`src/rtl/core/lcc_pkg.sv`:
```
package lcc_pkg;

  localparam int DIGIT_W       = 4;
  localparam int DIGIT_TOTAL_W = 5;
  localparam int BRAND_W       = 2;

  typedef logic [DIGIT_W-1:0] digit_t;
  typedef logic [BRAND_W-1:0] brand_t;

  localparam brand_t BRAND_NONE  = 2'd0;
  localparam brand_t BRAND_LEAD4 = 2'd1;
  localparam brand_t BRAND_P34_37 = 2'd2;
  localparam brand_t BRAND_P51_55 = 2'd3;

  // card lengths and prefix digits used by the brand decode, and the constants of the luhn sum
  localparam int LEN_SHORT = 13;
  localparam int LEN_MID   = 15;
  localparam int LEN_LONG  = 16;

  localparam digit_t DIG_ONE   = 4'd1;
  localparam digit_t DIG_THREE = 4'd3;
  localparam digit_t DIG_FOUR  = 4'd4;
  localparam digit_t DIG_FIVE  = 4'd5;
  localparam digit_t DIG_SEVEN = 4'd7;
  localparam digit_t DIG_NINE  = 4'd9;
  localparam digit_t DIG_TEN   = 4'd10;

  typedef enum logic [1:0] {
    ST_IDLE,
    ST_CONV,
    ST_DRAIN,
    ST_LOAD
  } state_t;

  typedef struct packed {
    logic clear;
    logic conv;
    logic drain;
  } cell_ctrl_t;

endpackage

```
`src/rtl/core/lcc_in_if.sv`:
```
interface lcc_in_if #(
  parameter int INPUT_BITS = 63
);
  logic                  valid;
  logic                  ready;
  logic [INPUT_BITS-1:0] card_number;

  modport source (output valid, output card_number, input ready);
  modport sink (input valid, input card_number, output ready);
endinterface

```
`src/rtl/core/lcc_out_if.sv`:
```
interface lcc_out_if;
  logic       valid;
  logic       ready;
  logic [1:0] brand;
  logic [4:0] digit_total;
  logic       checksum_ok;

  modport source (output valid, output brand, output digit_total, output checksum_ok,
                  input ready);
  modport sink (input valid, input brand, input digit_total, input checksum_ok,
                output ready);
endinterface

```
`src/rtl/core/lcc_cell.sv`:
```
module lcc_cell
  import lcc_pkg::*;
(
  input  logic       clk,
  input  cell_ctrl_t ctrl,
  input  logic       carry_in,
  input  digit_t     upper_digit,
  output logic       carry_out,
  output digit_t     digit
);

  digit_t digit_r;
  digit_t digit_nxt;
  digit_t adj;

  // add-3 correction before the shift keeps the digit in bcd range
  assign adj       = (digit_r >= DIG_FIVE) ? digit_r + DIG_THREE : digit_r;
  assign carry_out = adj[DIGIT_W-1];
  assign digit     = digit_r;

  always_comb begin
    digit_nxt = digit_r;
    if (ctrl.clear) begin
      digit_nxt = '0;
    end else if (ctrl.conv) begin
      digit_nxt = {adj[DIGIT_W-2:0], carry_in};
    end else if (ctrl.drain) begin
      digit_nxt = upper_digit;
    end
  end

  always_ff @(posedge clk) begin
    digit_r <= digit_nxt;
  end

endmodule

```
`src/rtl/core/lcc_luhn_acc.sv`:
```
module lcc_luhn_acc
  import lcc_pkg::*;
#(
  parameter int CW = 5
)
(
  input  logic          clk,
  input  logic          clear,
  input  logic          step,
  input  digit_t        digit,
  output brand_t        brand,
  output logic [CW-1:0] count,
  output logic          checksum_ok
);

  logic [CW-1:0] idx_r, idx_nxt;
  logic [CW-1:0] count_r, count_nxt;
  digit_t        sum_r, sum_nxt;
  digit_t        lead_r, lead_nxt;
  digit_t        next_r, next_nxt;
  digit_t        prev_r, prev_nxt;
  digit_t        dbl;
  digit_t        term;
  logic [DIGIT_W:0] raw_sum;

  // doubled digit folded to its digit sum: 2d - 9 when 2d > 9
  always_comb begin
    dbl = {digit[DIGIT_W-2:0], 1'b0};
    if (digit > 4'd4) begin
      dbl = {digit[DIGIT_W-2:0], 1'b0} - DIG_NINE;
    end
    term    = idx_r[0] ? dbl : digit;
    raw_sum = {1'b0, sum_r} + {1'b0, term};
  end

  always_comb begin
    idx_nxt   = idx_r;
    count_nxt = count_r;
    sum_nxt   = sum_r;
    lead_nxt  = lead_r;
    next_nxt  = next_r;
    prev_nxt  = prev_r;
    if (clear) begin
      idx_nxt   = '0;
      count_nxt = '0;
      sum_nxt   = '0;
      lead_nxt  = '0;
      next_nxt  = '0;
      prev_nxt  = '0;
    end else if (step) begin
      idx_nxt  = idx_r + 1'b1;
      prev_nxt = digit;
      // running sum kept mod 10
      if (raw_sum >= {1'b0, DIG_TEN}) begin
        sum_nxt = DIGIT_W'(raw_sum - {1'b0, DIG_TEN});
      end else begin
        sum_nxt = raw_sum[DIGIT_W-1:0];
      end
      if (digit != '0) begin
        count_nxt = idx_r + 1'b1;
        lead_nxt  = digit;
        next_nxt  = prev_r;
      end
    end
  end

  always_ff @(posedge clk) begin
    idx_r   <= idx_nxt;
    count_r <= count_nxt;
    sum_r   <= sum_nxt;
    lead_r  <= lead_nxt;
    next_r  <= next_nxt;
    prev_r  <= prev_nxt;
  end

  always_comb begin
    checksum_ok = (sum_r == '0);
    count       = count_r;
    brand       = BRAND_NONE;
    if (checksum_ok) begin
      if ((count_r == CW'(LEN_SHORT) || count_r == CW'(LEN_LONG)) && lead_r == DIG_FOUR) begin
        brand = BRAND_LEAD4;
      end else if (count_r == CW'(LEN_MID) && lead_r == DIG_THREE &&
                   (next_r == DIG_FOUR || next_r == DIG_SEVEN)) begin
        brand = BRAND_P34_37;
      end else if (count_r == CW'(LEN_LONG) && lead_r == DIG_FIVE &&
                   next_r >= DIG_ONE && next_r <= DIG_FIVE) begin
        brand = BRAND_P51_55;
      end
    end
  end

endmodule

```
`src/rtl/core/luhn_card_number_classifier.sv`:
```
// channel | dir | signals                                        | transfer
// in_ch   | in  | valid, ready, card_number[INPUT_BITS-1:0]      | valid && ready
// out_ch  | out | valid, ready, brand[1:0], digit_total[4:0],    | valid && ready
//         |     | checksum_ok                                    |
//
// one card number at a time: an accept, a shift-add of every input bit through the
// row of bcd cells, a drain of the NDIG digits into the luhn accumulator, and a load;
// a new card is taken only once the load of the last one is done.
// rst_n is synchronous, active low, and clears the sequencer and the output valid.
// the output register lets the next item be taken while a result waits; a stalled
// result holds the block in the load cycle until it is taken.
module luhn_card_number_classifier
  import lcc_pkg::*;
#(
  parameter int INPUT_BITS = 63
)
(
  input  logic      clk,
  input  logic      rst_n,
  lcc_in_if.sink    in_ch,
  lcc_out_if.source out_ch
);

  localparam int NDIG = (INPUT_BITS * 30103) / 100000 + 1;
  localparam int CW   = $clog2(NDIG + 1);
  localparam int TW   = $clog2(INPUT_BITS);

  state_t state_r, state_nxt;
  logic [TW-1:0]         cnt_r, cnt_nxt;
  logic [INPUT_BITS-1:0] shift_r, shift_nxt;
  logic                  out_valid_r, out_valid_nxt;
  brand_t                brand_r;
  logic [DIGIT_TOTAL_W-1:0] total_r;
  logic                  ok_r;

  logic       accept;
  logic       load_out;
  cell_ctrl_t ctrl;
  logic [NDIG:0] carry;
  digit_t        digits [NDIG+1];
  brand_t        acc_brand;
  logic [CW-1:0] acc_count;
  logic          acc_ok;

  assign accept = in_ch.valid && in_ch.ready;

  // bcd cell row, least significant digit in cell 0
  assign carry[0]     = shift_r[INPUT_BITS-1];
  assign digits[NDIG] = '0;

  for (genvar k = 0; k < NDIG; k++) begin : g_cell
    lcc_cell u_cell (
      .clk         (clk),
      .ctrl        (ctrl),
      .carry_in    (carry[k]),
      .upper_digit (digits[k+1]),
      .carry_out   (carry[k+1]),
      .digit       (digits[k])
    );
  end

  lcc_luhn_acc #(
    .CW (CW)
  ) u_acc (
    .clk         (clk),
    .clear       (accept),
    .step        (ctrl.drain),
    .digit       (digits[0]),
    .brand       (acc_brand),
    .count       (acc_count),
    .checksum_ok (acc_ok)
  );

  // next state
  always_comb begin
    state_nxt = state_r;
    case (state_r)
      ST_IDLE: begin
        if (accept) state_nxt = ST_CONV;
      end
      ST_CONV: begin
        if (cnt_r == TW'(INPUT_BITS - 1)) state_nxt = ST_DRAIN;
      end
      ST_DRAIN: begin
        if (cnt_r == TW'(NDIG - 1)) state_nxt = ST_LOAD;
      end
      ST_LOAD: begin
        if (!out_valid_r || out_ch.ready) state_nxt = ST_IDLE;
      end
      default: state_nxt = ST_IDLE;
    endcase
  end

  // outputs of the sequencer
  always_comb begin
    in_ch.ready = 1'b0;
    ctrl        = '0;
    load_out    = 1'b0;
    case (state_r)
      ST_IDLE: begin
        in_ch.ready = 1'b1;
        ctrl.clear  = in_ch.valid;
      end
      ST_CONV:  ctrl.conv  = 1'b1;
      ST_DRAIN: ctrl.drain = 1'b1;
      ST_LOAD:  load_out   = !out_valid_r || out_ch.ready;
      default: ;
    endcase
  end

  always_comb begin
    cnt_nxt = cnt_r;
    if (state_r != state_nxt) begin
      cnt_nxt = '0;
    end else if (ctrl.conv || ctrl.drain) begin
      cnt_nxt = cnt_r + 1'b1;
    end

    shift_nxt = shift_r;
    if (accept) begin
      shift_nxt = in_ch.card_number;
    end else if (ctrl.conv) begin
      shift_nxt = {shift_r[INPUT_BITS-2:0], 1'b0};
    end

    out_valid_nxt = out_valid_r;
    if (load_out) begin
      out_valid_nxt = 1'b1;
    end else if (out_ch.ready) begin
      out_valid_nxt = 1'b0;
    end
  end

  always_ff @(posedge clk) begin
    if (!rst_n) begin
      state_r     <= ST_IDLE;
      cnt_r       <= '0;
      out_valid_r <= 1'b0;
    end else begin
      state_r     <= state_nxt;
      cnt_r       <= cnt_nxt;
      out_valid_r <= out_valid_nxt;
    end
  end

  always_ff @(posedge clk) begin
    shift_r <= shift_nxt;
    if (load_out) begin
      brand_r <= acc_brand;
      total_r <= DIGIT_TOTAL_W'(acc_count);
      ok_r    <= acc_ok;
    end
  end

  assign out_ch.valid       = out_valid_r;
  assign out_ch.brand       = brand_r;
  assign out_ch.digit_total = total_r;
  assign out_ch.checksum_ok = ok_r;

endmodule

```
`src/flat_wrapper.sv`:
```
// flat-port wrapper written by rule: the top's interface ports become plain ports
module luhn_card_number_classifier_flat import lcc_pkg::*;
#(
  parameter int INPUT_BITS = 63
)
  (clk, rst_n, in_ch_valid, in_ch_card_number, in_ch_ready, out_ch_valid, out_ch_brand, out_ch_digit_total, out_ch_checksum_ok, out_ch_ready);
  lcc_in_if #(.INPUT_BITS(INPUT_BITS)) in_ch_i ();
  lcc_out_if out_ch_i ();
  input  logic clk;
  input  logic rst_n;
  input wire logic [$bits(in_ch_i.valid)-1:0] in_ch_valid;
  input wire logic [$bits(in_ch_i.card_number)-1:0] in_ch_card_number;
  output wire logic [$bits(in_ch_i.ready)-1:0] in_ch_ready;
  output wire logic [$bits(out_ch_i.valid)-1:0] out_ch_valid;
  output wire logic [$bits(out_ch_i.brand)-1:0] out_ch_brand;
  output wire logic [$bits(out_ch_i.digit_total)-1:0] out_ch_digit_total;
  output wire logic [$bits(out_ch_i.checksum_ok)-1:0] out_ch_checksum_ok;
  input wire logic [$bits(out_ch_i.ready)-1:0] out_ch_ready;
  assign in_ch_i.valid = in_ch_valid;
  assign in_ch_i.card_number = in_ch_card_number;
  assign in_ch_ready = in_ch_i.ready;
  assign out_ch_valid = out_ch_i.valid;
  assign out_ch_brand = out_ch_i.brand;
  assign out_ch_digit_total = out_ch_i.digit_total;
  assign out_ch_checksum_ok = out_ch_i.checksum_ok;
  assign out_ch_i.ready = out_ch_ready;
  luhn_card_number_classifier #(.INPUT_BITS(INPUT_BITS)) u_core (.clk(clk), .rst_n(rst_n), .in_ch(in_ch_i), .out_ch(out_ch_i));
endmodule
```
`config.mk`:
```
export PLATFORM = sky130hd
export DESIGN_NAME = luhn_card_number_classifier_flat
export DESIGN_NICKNAME = d
export VERILOG_FILES = /design/src/rtl/core/lcc_pkg.sv /design/src/rtl/core/lcc_in_if.sv /design/src/rtl/core/lcc_out_if.sv /design/src/rtl/core/lcc_cell.sv /design/src/rtl/core/lcc_luhn_acc.sv /design/src/rtl/core/luhn_card_number_classifier.sv /design/src/flat_wrapper.sv
export SDC_FILE = /design/constraint.sdc
export NUM_CORES = 1
export LEC_CHECK = 0
export BUFFER_PORTS_ARGS = -buffer_cell sky130_fd_sc_hd__buf_4
export CORE_MARGIN = 4
export CORE_UTILIZATION = 55
export CTS_CLUSTER_DIAMETER = 40
export DETAILED_ROUTE_END_ITERATION = 7
export PLACE_DENSITY = 0.77
export SLEW_MARGIN = 20
export SYNTH_ARGS = -nofsm -noshare
export SYNTH_HDL_FRONTEND = slang
export SYNTH_SLANG_ARGS = --single-unit
```
`constraint.sdc`:
```
create_clock -name clk -period 3.2 [get_ports clk]
set_input_delay 0.64 -clock clk [delete_from_list [all_inputs] [get_ports clk]]
set_output_delay 0.64 -clock clk [all_outputs]
set_load 0.01 [all_outputs]
```
-- Word level (Yosys, flattened, before mapping)
Index checks and enable logic that the tools add are counted.
- add/subtract/negate cells: 24
- magnitude comparators: 23
- eq/ne operators: 14
- multiplexer cells: 77
- bitwise gates (word level): 2
- reduce and logical (&&, ||, !) cells: 21
- operator list (operator ; number):
    $mux W4 ; 59
    $mux W63 ; 2
    $ge A4 B3 Y1 const B ; 19
    $add A4 B2 Y4 const B ; 18
    $eq A4 B3 Y1 const B ; 4
    $mux W2 ; 6
    $eq A5 B4 Y1 const B ; 2
    $mux W1 ; 8
    $pmux W2 S4 ; 1
    $sub A4 B4 Y4 const B ; 2
    $logic_and A1 B1 Y1 ; 7
    $add A6 B1 Y6 const B ; 1
    $eq A6 B5 Y1 const B ; 1
    $eq A6 B6 Y1 const B ; 1
    $reduce_bool A2 Y1 ; 3
    $add A4 B4 Y5 ; 1
    $add A5 B1 Y5 const B ; 1
    $eq A5 B5 Y1 const B ; 1
    $ge A5 B4 Y1 const B ; 1
    $eq A2 B2 Y1 const B ; 2
    $eq A4 B2 Y1 const B ; 1
    $ge A4 B1 Y1 const B ; 1
    $gt A4 B3 Y1 const B ; 1
    $le A4 B3 Y1 const B ; 1
    12 further kinds ; 17
- register bits after elaboration: 182
- input port bits: 67
- output and inout bits: 10
- word-level logic and storage cells: 194

-- Depth between registers and ports, before layout
- depth in word-level cells: 7
- mapped depth: 17
- depth with buffers taken out: 16

-- By module
From an unflattened synthesis, not the netlist that was laid out.
- cell total of the unflattened synthesis: 1048
- area, all modules: 10294.9 µm²
- modules (own cells, without submodules) (module ; times used ; cells each ; area each (µm²) ; sequential area each (µm²)):
    lcc_cell ; 19 ; 35 ; 280.3 ; 80.1
    luhn_card_number_classifier ; 1 ; 212 ; 3523.4 ; 2312.2
    lcc_luhn_acc ; 1 ; 171 ; 1446.4 ; 520.5

-- Worst setup path after synthesis
No wires, ideal clock.
- kind: reg-to-reg
- start point: register u_core.state_r[0]
- end point: register u_core.shift_r[0], enable pin
- setup time: 0.431 ns
- arrival time: 2.760 ns
- data required time: 2.769 ns
- slack: 0.008 ns
- stages on the path, launching flop included: 6
- path buffers: 3
- period minus slack after synthesis: 3.192 ns
- cells stage by stage: dfxtp_1 ha_1 buf_2 buf_2 clkbuf_1 nand2b_1
- longest elaborated chain between the ends: 4
- elaborated cells on any way between the ends: 6
- RTL lines (item ; RTL line ; RTL):
    start, declared ; luhn_card_number_classifier.sv:28 ; state_t state_r, state_nxt;
    start signal, assigned ; luhn_card_number_classifier.sv:140 ; state_r <= state_nxt;
    $logic_not A2 Y1 ; luhn_card_number_classifier.sv:99 ; case (state_r)
    $mux W1 ; luhn_card_number_classifier.sv:99 ;
    $logic_and A1 B1 Y1 ; luhn_card_number_classifier.sv:45 ; assign accept = in_ch.valid && in_ch.ready;
    $reduce_bool A2 Y1 (no line) (*) ; n/a ;
    end signal, assigned ; luhn_card_number_classifier.sv:147 ; shift_r <= shift_nxt;
    end, declared ; luhn_card_number_classifier.sv:30 ; logic [INPUT_BITS-1:0] shift_r, shift_nxt;
Mark *: on every way between the ends. The rest lies on a longest branch, timed or not.
A chain may end at the register's enable or synchronous reset.

-- Worst setup path in the final report
- start point: register u_core.g_cell[0].u_cell.digit_r[1]
- end point: register u_core.u_acc.sum_r[2]
- longest elaborated chain between the ends: 6
- elaborated cells on any way between the ends: 8
- RTL lines (item ; RTL line ; RTL):
    start, declared ; lcc_cell.sv:12 ; digit_t digit_r;
    start signal, assigned ; lcc_cell.sv:33 ; digit_r <= digit_nxt;
    $sub A4 B4 Y4 or $gt A4 B3 Y1 (tied branches) ; lcc_luhn_acc.sv:30, lcc_luhn_acc.sv:29 ;
    $mux W4 ; lcc_luhn_acc.sv:29 ; if (digit > 4'd4) begin
    $mux W4 (*) ; lcc_luhn_acc.sv:32 ; term = idx_r[0] ? dbl : digit;
    $add A4 B4 Y5 (*) ; lcc_luhn_acc.sv:33 ; raw_sum = {1'b0, sum_r} + {1'b0, term};
    $sub A4 B4 Y4 or $ge A5 B4 Y1 (tied branches) ; lcc_luhn_acc.sv:55, lcc_luhn_acc.sv:54 ;
    $mux W4 (*) ; lcc_luhn_acc.sv:54 ; if (raw_sum >= {1'b0, DIG_TEN}) begin
    end signal, assigned ; lcc_luhn_acc.sv:70 ; sum_r <= sum_nxt;
    end, declared ; lcc_luhn_acc.sv:18 ; digit_t sum_r, sum_nxt;
Marked as above.

==> results.json <==
{
  "status": "complete, no violations",
  "path_cells": "inv_2, ha_1, inv_1, a21oi_4, a21oi_2, ha_2, inv_1, fa_2, xnor2_1, inv_1, ha_2, o31a_1, o211ai_1, buf_4, o31a_1, a21oi_1",
  "placed_area_um2": 10700,
  "synthArstFlopShare": 0,
  "diodes": 0,
  "hold_path_depth": 2,
  "required_ns": 3.51,
  "p_sw_frac": 0.398,
  "drtIter0Drc": 511,
  "p_comb_frac": 0.418,
  "worst_pin_slew_ns": 0.916,
  "synthCells": 1178,
  "period_share": 0.947,
  "p_clk_frac": 0.196,
  "htreeDepth": 4,
  "slowest_stage": "dfxtp_4",
  "antenna_found_initial": 0,
  "die_h_um": 143,
  "clkTransAtPathRegs_ns": 0.08,
  "grt_pass1_vias": 7531,
  "viasPerCell": 5.48,
  "end_kind": "flop",
  "synth_top_family_by_area": "simple AND/OR/NAND/NOR gates",
  "crit_fanout": 7,
  "setup_tns_ns": 0,
  "peakVddDrop_v": 0.000542,
  "setup-violations-final": 0,
  "start_util": 0.568,
  "gp_congestion": 0.808,
  "pwr-share-seq": 0.387,
  "synth_xor_area_frac": 0.0299,
  "report.final.slew_viol_count": 0,
  "cp-start-kind": "flop",
  "r2r_cells": 16,
  "nNetsFinal": 1340,
  "boundaryPins": 77,
  "clock.fmax_mhz": 330,
  "synth.distinct_cells": 47,
  "maxCapViolCount": 0,
  "num_vias": 8001,
  "grt_pass1_wl_mm": 34.0,
  "cts_tree": "built",
  "r2r-start": "u_core.g_cell[0].u_cell.digit[1]",
  "final_util": 0.647,
  "internal-power_w": 0.00625,
  "min-delay-start": "rst_n",
  "total_leakage_power_nw": 4.55,
  "slew_headroom": 0.387,
  "drc": 0,
  "synth_fp_nets": 1296,
  "clockBufferDepth": 2,
  "fin_worst_skew_ns": 0.0128,
  "min_to": "u_core.state_r[1]",
  "overflow": 0,
  "synth_compound_area_frac": 0.140,
  "crit_cells": 16,
  "drtPass1Iterations": 4,
  "crit_path_frequent_cell": "inv_1",
  "netlist_area_um2": 9960,
  "die_x_um": 143,
  "hold_buffers": 0,
  "die-area_um2": 20300,
  "min_period_ns": 3.03,
  "ys_seq_area_frac": 0.437,
  "min_path_type": "input pin to flop",
  "crit_family": "adder cells",
  "core-area_um2": 17500,
  "cts_sinks": 182,
  "r2r_slack_ns": 0.17,
  "io_buffers": 76,
  "clock_latency_ns": 0.44,
  "ys_top_cells_by_area": "dfxtp_1 22%, edfxtp_1 21%, nand2_1 10%",
  "cp.buffers_inverters": 5,
  "rows": 48,
  "hold_viol": 0,
  "cts_root_buf": "clkbuf_16",
  "yosys.area.top_type": "dfxtp_1",
  "pwr_density_cell_nw_per_um2": 915,
  "yosys_most_used_dff": "dfxtp_1",
  "power_w": 0.0104,
  "synth_simple_gate_area_frac": 0.213,
  "crit_start": "u_core.g_cell[0].u_cell.digit[1]",
  "critical-path-max-stage-delay_ns": 0.39,
  "reg2reg_to": "u_core.u_acc.sum_r[2]",
  "synth.avg_cell_area_um2": 8.45,
  "synth_top_cell_area_share": 0.223,
  "dp_hpwl_mm": 13.6,
  "ant_nets": 0,
  "cts_buffers": 17,
  "final_area_um2": 11300,
  "wirelength_mm": 20.5,
  "grt_max_degree": 86,
  "synth_seq_cells": 182,
  "crit_type": "flop to flop",
  "final_layout_size_suffix_gt1_frac": 0.113,
  "area_delta_synth_final_pct": 13.9,
  "cp.arrival_ns": 3.35,
  "synth_mux_area_frac": 0.0613,
  "synth_edf_count": 71,
  "yosys_warnings": 0,
  "power_switching_w": 0.00414,
  "yosys.area_share.adder": 0.0648,
  "wl_per_cell_um": 14.0,
  "track_usage": 0.201
}
-- synth_stat cells, types with 2 or more instances --
cell type,instances
o31a_1,2
nand3b_1,2
buf_1,4
edfxtp_1,71
nor3b_1,3
nand2_1,277
nand2b_1,38
nand4_1,5
buf_6,2
xor2_1,9
o21ai_0,37
a21oi_1,61
mux2i_1,61
o41ai_1,2
xnor2_1,25
a311o_1,16
a31oi_1,3
a22oi_1,17
inv_1,69
buf_2,11
nor2b_1,4
a211oi_1,42
nor3_1,2
dfxtp_1,111
ha_1,50
nand4b_1,2
and3_1,4
nor4_1,3
nor2_1,117
clkbuf_1,49
o211ai_1,4
o21a_1,17
nand3_1,44
-- area by class of cell --
class                   count  area, um2
well taps                 225        282
multi-input cells         861       5140
flip-flops and latches    182       4360
fillers                  1491       6190
repair buffers             91        733
clock buffers              17        425
inverters                  69        259
clock inverters            15        145
-- per-layer routing --
layer | share of wire | track usage | up-vias | routed length [um]
li1 | - | - | 4106 | -
met1 | 0.44 | 0.246 | 3773 | 9010
met2 | 0.51 | 0.359 | 94 | 10500
met3 | 0.029 | 0.0336 | 28 | 591
met4 | 0.018 | 0.0685 | 0 | 362
met5 | 0 | 0 | - | 0
-- state kept, by name (all words and copies together) (netlist names) --
signal	flops
u_core.u_acc.prev_r	4
u_core.out_ch.brand	2
u_core.shift_r	63
u_core.state_r	2
u_core.out_ch.digit_total	5
u_core.u_acc.sum_r	4
u_core.g_cell.u_cell.digit	76
u_core.u_acc.count	5
u_core.out_ch.checksum_ok	1
u_core.u_acc.next_r	4
u_core.cnt_r	6
u_core.u_acc.lead_r	4
u_core.out_ch.valid	1
u_core.u_acc.idx_r	5
-- cell usage in the layout, fill, tap and decap left out, drive strengths merged, types with 43 or more instances in the layout --
cell type / count
edfxtp: 71
a211oi: 43
nor2: 117
nand3: 44
ha: 50
buf: 91
nand2: 277
inv: 74
dfxtp: 111
a21oi: 61
mux2i: 61
-- timing repair --
item | CTS | global route
gates resized for setup | 0 | 13
buffers inserted | 0 | 2
setup endpoints to repair | 0 | 2
-- how the worst max path moves through the flow --
stage                             to
2_1_floorplan      u_core.shift_r[0]
6_report       u_core.u_acc.sum_r[2]
4_1_cts        u_core.u_acc.sum_r[1]
3_5_place_dp   u_core.u_acc.sum_r[1]
5_1_grt        u_core.u_acc.sum_r[1]
3_3_place_gp   u_core.u_acc.sum_r[1]
-- power by group through the flow --
stage | combinational [W] | clock (W) | sequential [W]
floorplan | 0.00341 | 0 | 0.00384
global placement | 0.00408 | 0 | 0.00400
detailed placement | 0.00424 | 0 | 0.00403
CTS | 0.00429 | 0.00207 | 0.00399
finish | 0.00434 | 0.00203 | 0.00402
global route | 0.00497 | 0.00217 | 0.00411
-- kinds of logic after synthesis --
logic type / Yosys count
simple gates: 504
compound gates: 211
flops: 182
buf+inv: 135
mux: 61
fa+ha+maj: 51
xor+xnor: 34
-- per-stage QoR --
stage | worst slack, ns | hold slack [ns] | std cells
floorplan | 0.00836 | 0.431 | 1178
global placement | 0.261 | 0.440 | 1426
detailed placement | 0.149 | 0.450 | 1426
CTS | 0.0286 | 0.440 | 1458
global route | -0.0471 | 0.452 | 1460
finish | 0.169 | 0.456 | 1460
No activity file was read; power rests on OpenSTA's default activity.
